### src/sv/pole_pkg.sv
// ----------------------------------------------------------------------------
// pole_pkg
// types and constants shared by the positional ordered list engine
// ----------------------------------------------------------------------------
package pole_pkg;

  typedef enum logic [2:0] {
    OP_INSERT = 3'd0,
    OP_DELETE = 3'd1,
    OP_LOCATE = 3'd2,
    OP_GET    = 3'd3,
    OP_CLEAR  = 3'd4
  } pole_op_t;

  // request transaction
  typedef struct packed {
    logic [2:0]         operation;
    logic [5:0]         position;
    logic signed [31:0] value;
  } pole_in_t;

  // result transaction
  typedef struct packed {
    logic               ok;
    logic signed [31:0] element;
    logic [4:0]         found_position;
    logic [4:0]         length;
    logic               empty_res;
  } pole_out_t;

  // shift command broadcast to every cell
  typedef struct packed {
    logic ins;
    logic del;
  } pole_cmd_t;

  // search token walking down the chain
  typedef struct packed {
    logic               active;
    logic               fetch;   // get or delete: read at a position
    logic               del;     // delete: shift down once the token leaves
    logic               ok;
    logic               hit;     // locate already matched
    logic signed [31:0] elem;
    logic [4:0]         fpos;
  } pole_tok_t;

endpackage

### src/sv/pole_cell.sv
// ----------------------------------------------------------------------------
// pole_cell
// one list slot: holds an element, shifts with its neighbors, serves the token
// ----------------------------------------------------------------------------
module pole_cell #(
  parameter int INDEX = 0,
  parameter int IDX_W = 4,
  parameter int CNT_W = 5
) (
  input  logic                 clk,
  input  logic                 rst,
  input  pole_pkg::pole_cmd_t  cmd,
  input  logic [IDX_W-1:0]     pos0,
  input  logic signed [31:0]   value,
  input  logic [CNT_W-1:0]     count,
  input  logic signed [31:0]   left,
  input  logic signed [31:0]   right,
  input  pole_pkg::pole_tok_t  tok_in,
  output logic signed [31:0]   data,
  output pole_pkg::pole_tok_t  tok_out
);
  import pole_pkg::*;

  localparam logic [IDX_W-1:0] IDX   = IDX_W'(INDEX);
  localparam logic [CNT_W-1:0] IDX_C = CNT_W'(INDEX);
  localparam logic [4:0]       FPOS  = 5'(INDEX + 1);

  logic signed [31:0] data_q;
  logic signed [31:0] data_next;
  pole_tok_t          tok_q;
  pole_tok_t          tok_next;

  // slot update for insert and delete
  always_comb begin
    priority if (cmd.ins && (IDX > pos0)) begin
      data_next = left;
    end else if (cmd.ins && (IDX == pos0)) begin
      data_next = value;
    end else if (cmd.del && (IDX >= pos0)) begin
      data_next = right;
    end else begin
      data_next = data_q;
    end
  end

  // token service
  always_comb begin
    tok_next = tok_in;
    if (tok_in.active) begin
      if (tok_in.fetch) begin
        if (tok_in.ok && (pos0 == IDX)) begin
          tok_next.elem = data_q;
        end
      end else if (!tok_in.hit && (count > IDX_C) && (data_q == value)) begin
        tok_next.hit  = 1'b1;
        tok_next.fpos = FPOS;
      end
    end
  end

  always_ff @(posedge clk) begin
    data_q <= data_next;
  end

  always_ff @(posedge clk) begin
    if (rst) begin
      tok_q.active <= 1'b0;
    end else begin
      tok_q <= tok_next;
    end
  end

  assign data    = data_q;
  assign tok_out = tok_q;

endmodule

### src/sv/positional_ordered_list_engine_unit.sv
// ----------------------------------------------------------------------------
// positional_ordered_list_engine_unit
// bounded ordered list of signed 32-bit elements addressed by 1-based position
// ----------------------------------------------------------------------------
// usage
//   a request transaction is taken on a rising edge with start high and busy
//   low; it carries insert, delete, locate, get or clear
//   every request yields one result transaction, shown for exactly one cycle
//   with strobe high; the receiver has no way to hold it off
// latency and throughput
//   insert, clear and unknown codes: result in the cycle after the request,
//   busy stays low, so one such request per cycle
//   get, delete and locate: a token walks the chain of DEPTH cells one cell
//   per cycle and the result shows as it leaves the last cell; busy is high
//   from the request until that result, so no new request is taken during a
//   walk; a delete shifts the chain down on the edge the token leaves the last cell
//   the walk length is set by the cell chain, one compare per cell per cycle
// reset
//   synchronous reset empties the list and drops any token in flight;
//   element slots keep whatever they held and are read only once written
// ----------------------------------------------------------------------------
module positional_ordered_list_engine_unit #(
  parameter int DEPTH = 16
) (
  input  logic                 clk,
  input  logic                 rst,
  input  logic                 start,
  output logic                 busy,
  input  pole_pkg::pole_in_t   request,
  output logic                 strobe,
  output pole_pkg::pole_out_t  result
);
  import pole_pkg::*;

  localparam int IW = $clog2(DEPTH);
  localparam int CW = $clog2(DEPTH + 1);
  // compare width wide enough for both position and count plus one
  localparam int W  = ((CW > 6) ? CW : 6) + 1;

  localparam logic [CW-1:0] FULL = CW'(DEPTH);

  // control registers
  logic          busy_q;
  logic          busy_next;
  logic [CW-1:0] count;
  logic [CW-1:0] count_next;
  logic          strobe_q;
  logic          strobe_next;

  // held request fields while the token walks
  logic [IW-1:0]      pos0_q;
  logic signed [31:0] key_q;
  pole_tok_t          launch;
  pole_tok_t          launch_next;

  pole_out_t rslt;
  pole_out_t rslt_next;

  // request decode
  logic          accept;
  logic [W-1:0]  pos_w;
  logic [W-1:0]  cnt_w;
  logic [W-1:0]  pos_m1;
  logic [IW-1:0] pos0_live;
  logic          ins_ok;
  logic          in_range;
  logic          is_walk;

  // cell buses
  pole_cmd_t          cmd;
  logic [IW-1:0]      pos0_bus;
  logic signed [31:0] value_bus;
  logic signed [31:0] cell_data [DEPTH];
  pole_tok_t          cell_tok  [DEPTH];
  pole_tok_t          last_tok;

  assign accept    = start && !busy_q;
  assign pos_w     = W'(request.position);
  assign cnt_w     = W'(count);
  assign pos_m1    = pos_w - W'(1);
  assign pos0_live = pos_m1[IW-1:0];

  // insert needs room and a position from 1 to length+1
  assign ins_ok   = (pos_w != '0) && (pos_w <= cnt_w + W'(1)) && (count < FULL);
  // delete and get need a position from 1 to length
  assign in_range = (pos_w != '0) && (pos_w <= cnt_w);

  assign is_walk = (request.operation == OP_DELETE) ||
                   (request.operation == OP_GET) ||
                   (request.operation == OP_LOCATE);

  assign last_tok = cell_tok[DEPTH-1];

  // broadcasts: live request when idle, held request during a walk
  assign pos0_bus  = busy_q ? pos0_q : pos0_live;
  assign value_bus = busy_q ? key_q  : request.value;

  // insert shifts on the request edge, delete when the token comes out
  assign cmd.ins = accept && (request.operation == OP_INSERT) && ins_ok;
  assign cmd.del = last_tok.active && last_tok.del && last_tok.ok;

  // next count
  always_comb begin
    count_next = count;
    if (cmd.ins) begin
      count_next = count + CW'(1);
    end else if (accept && (request.operation == OP_CLEAR)) begin
      count_next = '0;
    end else if (cmd.del) begin
      count_next = count - CW'(1);
    end
  end

  // token launch and busy flag
  always_comb begin
    launch_next        = launch;
    launch_next.active = 1'b0;
    busy_next          = busy_q;
    if (accept && is_walk) begin
      launch_next.active = 1'b1;
      launch_next.fetch  = (request.operation != OP_LOCATE);
      launch_next.del    = (request.operation == OP_DELETE);
      launch_next.ok     = (request.operation == OP_LOCATE) ? 1'b1 : in_range;
      launch_next.hit    = 1'b0;
      launch_next.elem   = '0;
      launch_next.fpos   = '0;
      busy_next          = 1'b1;
    end else if (last_tok.active) begin
      busy_next = 1'b0;
    end
  end

  // result transaction
  always_comb begin
    rslt_next                = rslt;
    strobe_next              = 1'b0;
    rslt_next.length         = 5'(count_next);
    rslt_next.empty_res      = (count_next == '0);
    if (last_tok.active) begin
      strobe_next              = 1'b1;
      rslt_next.ok             = last_tok.ok;
      rslt_next.element        = last_tok.elem;
      rslt_next.found_position = last_tok.fpos;
    end else if (accept && !is_walk) begin
      strobe_next              = 1'b1;
      rslt_next.element        = '0;
      rslt_next.found_position = '0;
      unique case (request.operation)
        OP_INSERT: rslt_next.ok = ins_ok;
        OP_CLEAR:  rslt_next.ok = 1'b1;
        default:   rslt_next.ok = 1'b0;  // undefined codes leave the list alone
      endcase
    end
  end

  always_ff @(posedge clk) begin
    if (rst) begin
      busy_q   <= 1'b0;
      count    <= '0;
      strobe_q <= 1'b0;
    end else begin
      busy_q   <= busy_next;
      count    <= count_next;
      strobe_q <= strobe_next;
    end
  end

  // token launch register, only its valid bit is cleared at reset
  always_ff @(posedge clk) begin
    if (rst) begin
      launch.active <= 1'b0;
    end else begin
      launch <= launch_next;
    end
  end

  always_ff @(posedge clk) begin
    rslt <= rslt_next;
    if (accept && is_walk) begin
      pos0_q <= pos0_live;
      key_q  <= request.value;
    end
  end

  // chain of cells, cell 0 holds position 1
  for (genvar g = 0; g < DEPTH; g++) begin : g_cell
    logic signed [31:0] left_d;
    logic signed [31:0] right_d;
    pole_tok_t          tok_d;

    if (g == 0) begin : g_head
      assign left_d = '0;
      assign tok_d  = launch;
    end else begin : g_body
      assign left_d = cell_data[g-1];
      assign tok_d  = cell_tok[g-1];
    end

    if (g == DEPTH - 1) begin : g_tail
      assign right_d = '0;
    end else begin : g_next
      assign right_d = cell_data[g+1];
    end

    pole_cell #(
      .INDEX (g),
      .IDX_W (IW),
      .CNT_W (CW)
    ) u_cell (
      .clk     (clk),
      .rst     (rst),
      .cmd     (cmd),
      .pos0    (pos0_bus),
      .value   (value_bus),
      .count   (count),
      .left    (left_d),
      .right   (right_d),
      .tok_in  (tok_d),
      .data    (cell_data[g]),
      .tok_out (cell_tok[g])
    );
  end

  assign busy   = busy_q;
  assign strobe = strobe_q;
  assign result = rslt;

endmodule

### config.mk
export PLATFORM = sky130hd
export DESIGN_NAME = positional_ordered_list_engine_unit
export DESIGN_NICKNAME = d
export VERILOG_FILES = /design/src/sv/pole_pkg.sv /design/src/sv/pole_cell.sv /design/src/sv/positional_ordered_list_engine_unit.sv
export SDC_FILE = /design/constraint.sdc
export NUM_CORES = 2
export LEC_CHECK = 0
export BUFFER_PORTS_ARGS = -buffer_cell sky130_fd_sc_hd__buf_2
export CAP_MARGIN = 20
export CORE_ASPECT_RATIO = 0.75
export CORE_MARGIN = 1
export CORE_UTILIZATION = 40
export CTS_CLUSTER_SIZE = 8
export DETAILED_ROUTE_END_ITERATION = 10
export PLACE_DENSITY = 0.53
export RECOVER_POWER = 50
export SYNTH_ARGS = -nofsm -noshare
export SYNTH_HDL_FRONTEND = slang
export SYNTH_HIERARCHICAL = 1
export SYNTH_SLANG_ARGS = --single-unit
### constraint.sdc
create_clock -name clk -period 14.3 [get_ports clk]
set_input_delay 1.43 -clock clk [delete_from_list [all_inputs] [get_ports clk]]
set_output_delay 1.43 -clock clk [all_outputs]
set_load 0.005 [all_outputs]
==> PnR_summary.wiki <==
{| class="wikitable"
! Metric !! Value
|-
| Grt total ovfl || 0
|-
| Critical path fanouts, max || 44
|-
| Worst path buffer plus inverter count || 3
|-
| TritonCTS buffer count || 177
|-
| Maximum single-stage delay on the critical path || 3.30 ns
|-
| Most frequent cell on the critical path || clkbuf_1
|-
| Initial core utilization || 0.404
|-
| Clock H-tree levels || 4
|-
| Post-synthesis average cell area || 13.8 µm²
|-
| Category of cells accounting for the largest share of critical-path delay || buffers and inverters
|-
| IR Drop Worst-Case VDD || 0.127 mV
|-
| Number of warnings reported in the yosys synthesis log || 6
|-
| Internal power || 6.72 mW
|-
| Post-Place Worst Slack || 8.50 ns
|-
| Max-Cap Viols || 33
|-
| Post-Syn Instances || 4,629
|-
| Global-route wire length before repair || 332,000 µm
|-
| RSZ-0062 raised after global routing || false
|-
| Tmin final || 9.73 ns
|-
| Buffers from clock root to sink, at most || 3
|-
| CTS resizes || 0
|-
| Root buffer cell || clkbuf_16
|-
| Post-Synthesis Cell Area || 63,800 µm²
|-
| Worst setup SP type || flip-flop
|-
| Clock tree from TritonCTS || done
|-
| Number of buffers added on ports || 89
|-
| Post-detailed-placement half-perimeter wirelength || 167,000 µm
|-
| Tightest slew margin relative to the limit || -1.61
|-
| Part of the power in registers || 0.484
|-
| Filler Cells Inserted || 14,500
|-
| Routed length per placed instance || 34.1 µm
|-
| Via count || 43,100
|-
| Number of global-route vias before repair || 40,500
|-
| Run status || finished with violations
|-
| Final-report hold violation count || 0
|-
| Number of clock sinks seen by CTS || 1,273
|-
| Vias/cell || 6.11
|-
| Total negative slack for setup checks || 0 ns
|-
| Gp weighted congestion || 0.909
|-
| Clock transition time at the flip-flop clock pins of the worst setup and hold paths || 0.05 ns
|-
| Global-route usage over all layers || 0.293
|-
| Violations in the final reports || max-capacitance violations, max-slew violations
|-
| Signed area change from the synthesized netlist to the final layout || 11.9%
|-
| Area of the die || 161,000 µm²
|-
| Critical path endpoint category || flip-flop
|-
| Switching Fraction || 0.247
|-
| Core area || 158,000 µm²
|-
| Die outline height || 348 µm
|-
| Net switching power || 2.21 mW
|-
| Maximum clock frequency || 0.103 GHz
|-
| I/O pin count || 90
|-
| Min-Delay Path Class || flip-flop to flip-flop
|-
| Number of buffers inserted for hold repair after clock tree synthesis || 0
|-
| Fraction of layout cells with a size suffix above 1 || 0.162
|-
| Post-route setup slack || 4.57 ns
|-
| Wirelength, routed || 240,000 µm
|-
| Worst Tran Pin Value || 3.92 ns
|-
| Crit share post-route || 0.680
|-
| P per Cell Area || 125 nW/µm²
|-
| Clock latency of the later-clocked register in the worst-skew pair || 0.82 ns
|-
| Largest net degree at the start of global routing || 98
|-
| Cell-by-cell trace of the critical path || clkbuf_1 > o21ai_0 > clkbuf_1 > nand4b_1 > nor2_2 > buf_4 > mux2_2
|-
| Die Span X || 463 µm
|-
| Remaining DRCs || 0
|-
| Crit-path slowest cell || o21ai_0
|-
| Gate power share || 0.078
|-
| Total setup violations reported at the end of the flow || 0
|-
| Std-Cell Rows || 126
|-
| Buffers inserted during post-CTS setup optimization || 0
|-
| CP required || 14.83 ns
|-
| Part of the power in the clock network || 0.437
|-
| Slew Viols, Final || 1,188
|-
| Antenna violations before repair || 7
|-
| First-pass iteration count of the detailed router || 8
|-
| DRT iter0 DRCs || 6,406
|-
| Leakage dissipation || 26.2 nW
|-
| Worst setup skew after layout || 0.0482 ns
|-
| Critical path class || flip-flop to flip-flop
|-
| Final Net Count || 4,929
|-
| Data arrival at the endpoint of the critical path || 10.25 ns
|-
| Number of antenna-violating nets in the routed design || 0
|}
cells in the final DEF (no fill, tap or decap), types with 12 or more instances in the layout:
cell type and n:
nor3_1 22, o31a_1 39, buf_4 98, nor4_1 99
nand2_1 278, a31o_2 40, inv_1 82, edfxtp_1 1243
nand3_1 33, and4_1 22, clkbuf_1 127, a31oi_1 12
nor2_1 252, xnor2_1 119, mux2_2 300, o21ai_0 132
mux2_4 58, clkbuf_16 178, and3_1 12, a22o_1 62
nand4_1 44, dfxtp_1 29, mux2_1 220, a222oi_1 32
conb_1 71, and2_0 23, a21oi_1 233, a22oi_1 64
and2_1 14, buf_2 38, xor2_1 402, nor2b_1 23
mux2i_1 322, ha_1 14, o22ai_1 33
registers in the layout (all words and copies together) (netlist names):
register / count
busy: 1
count: 5
g_cell.tok_d: 4
g_cell.u_cell/data: 512
g_cell.u_cell/tok_out: 670
key_q: 32
pos0_q: 4
result: 44
strobe: 1
power groups by stage:
stage	registers (mW)	logic (mW)	clock network [mW]
3_3_place_gp	4.39	0.684	0
4_1_cts	4.31	0.691	3.96
6_report	4.33	0.699	3.90
3_5_place_dp	4.38	0.686	0
2_1_floorplan	4.33	0.402	0
5_1_grt	4.33	0.723	4.10
metal layers:
metal	vias up	share of wire	global-route usage
li1	18000	-	-
met1	22100	0.47	0.465
met2	2744	0.37	0.362
met3	299	0.14	0.103
met4	4	0.024	0.0770
met5	-	0.00014	0
through the flow:
| stage | total power [mW] | util | hold slack (ns) | std cells | area (µm²) |
|---|---|---|---|---|---|
| floorplan | 4.74 | - | 0.400 | 4699 | 64100 |
| global placement | 5.07 | 0.424 | 0.402 | 6801 | 67000 |
| detailed placement | 5.07 | 0.424 | 0.406 | 6801 | 67000 |
| CTS | 8.97 | 0.455 | 0.414 | 7039 | 71900 |
| global route | 9.15 | 0.452 | 0.426 | 7042 | 71400 |
| finish | 8.93 | 0.452 | 0.418 | 7043 | 71400 |
worst paths after layout:
path | endpoint | slack (ns) | depth (start not counted) | startpoint
setup / recovery | g_cell[13].u_cell/tok_out[32]$_DFFE_PN_ | 4.57 | 7 | busy$_SDFFE_PP0P_
setup reg to reg | g_cell[13].u_cell/tok_out[32]$_DFFE_PN_ | 4.57 | 7 | busy$_SDFFE_PP0P_
hold / removal | g_cell[7].u_cell/tok_out[39]$_DFFE_PN_ | 0.42 | 0 | g_cell[6].u_cell/tok_out[39]$_DFFE_PN_
hold reg to reg | g_cell[7].u_cell/tok_out[39]$_DFFE_PN_ | 0.42 | 0 | g_cell[6].u_cell/tok_out[39]$_DFFE_PN_
final cells by class:
cell class	instances	area, µm²	share of cell area
timing repair buffer	220	1300	0.0182
clock inverter	14	283	0.00396
tap	2112	2640	0.0370
sequential	1273	37900	0.531
antenna	1	2.50	0.0000351
clock buffer	224	4630	0.0648
multi-input combinational	3112	24300	0.340
inverter	87	327	0.00457
No activity file was read; power rests on OpenSTA's default activity.
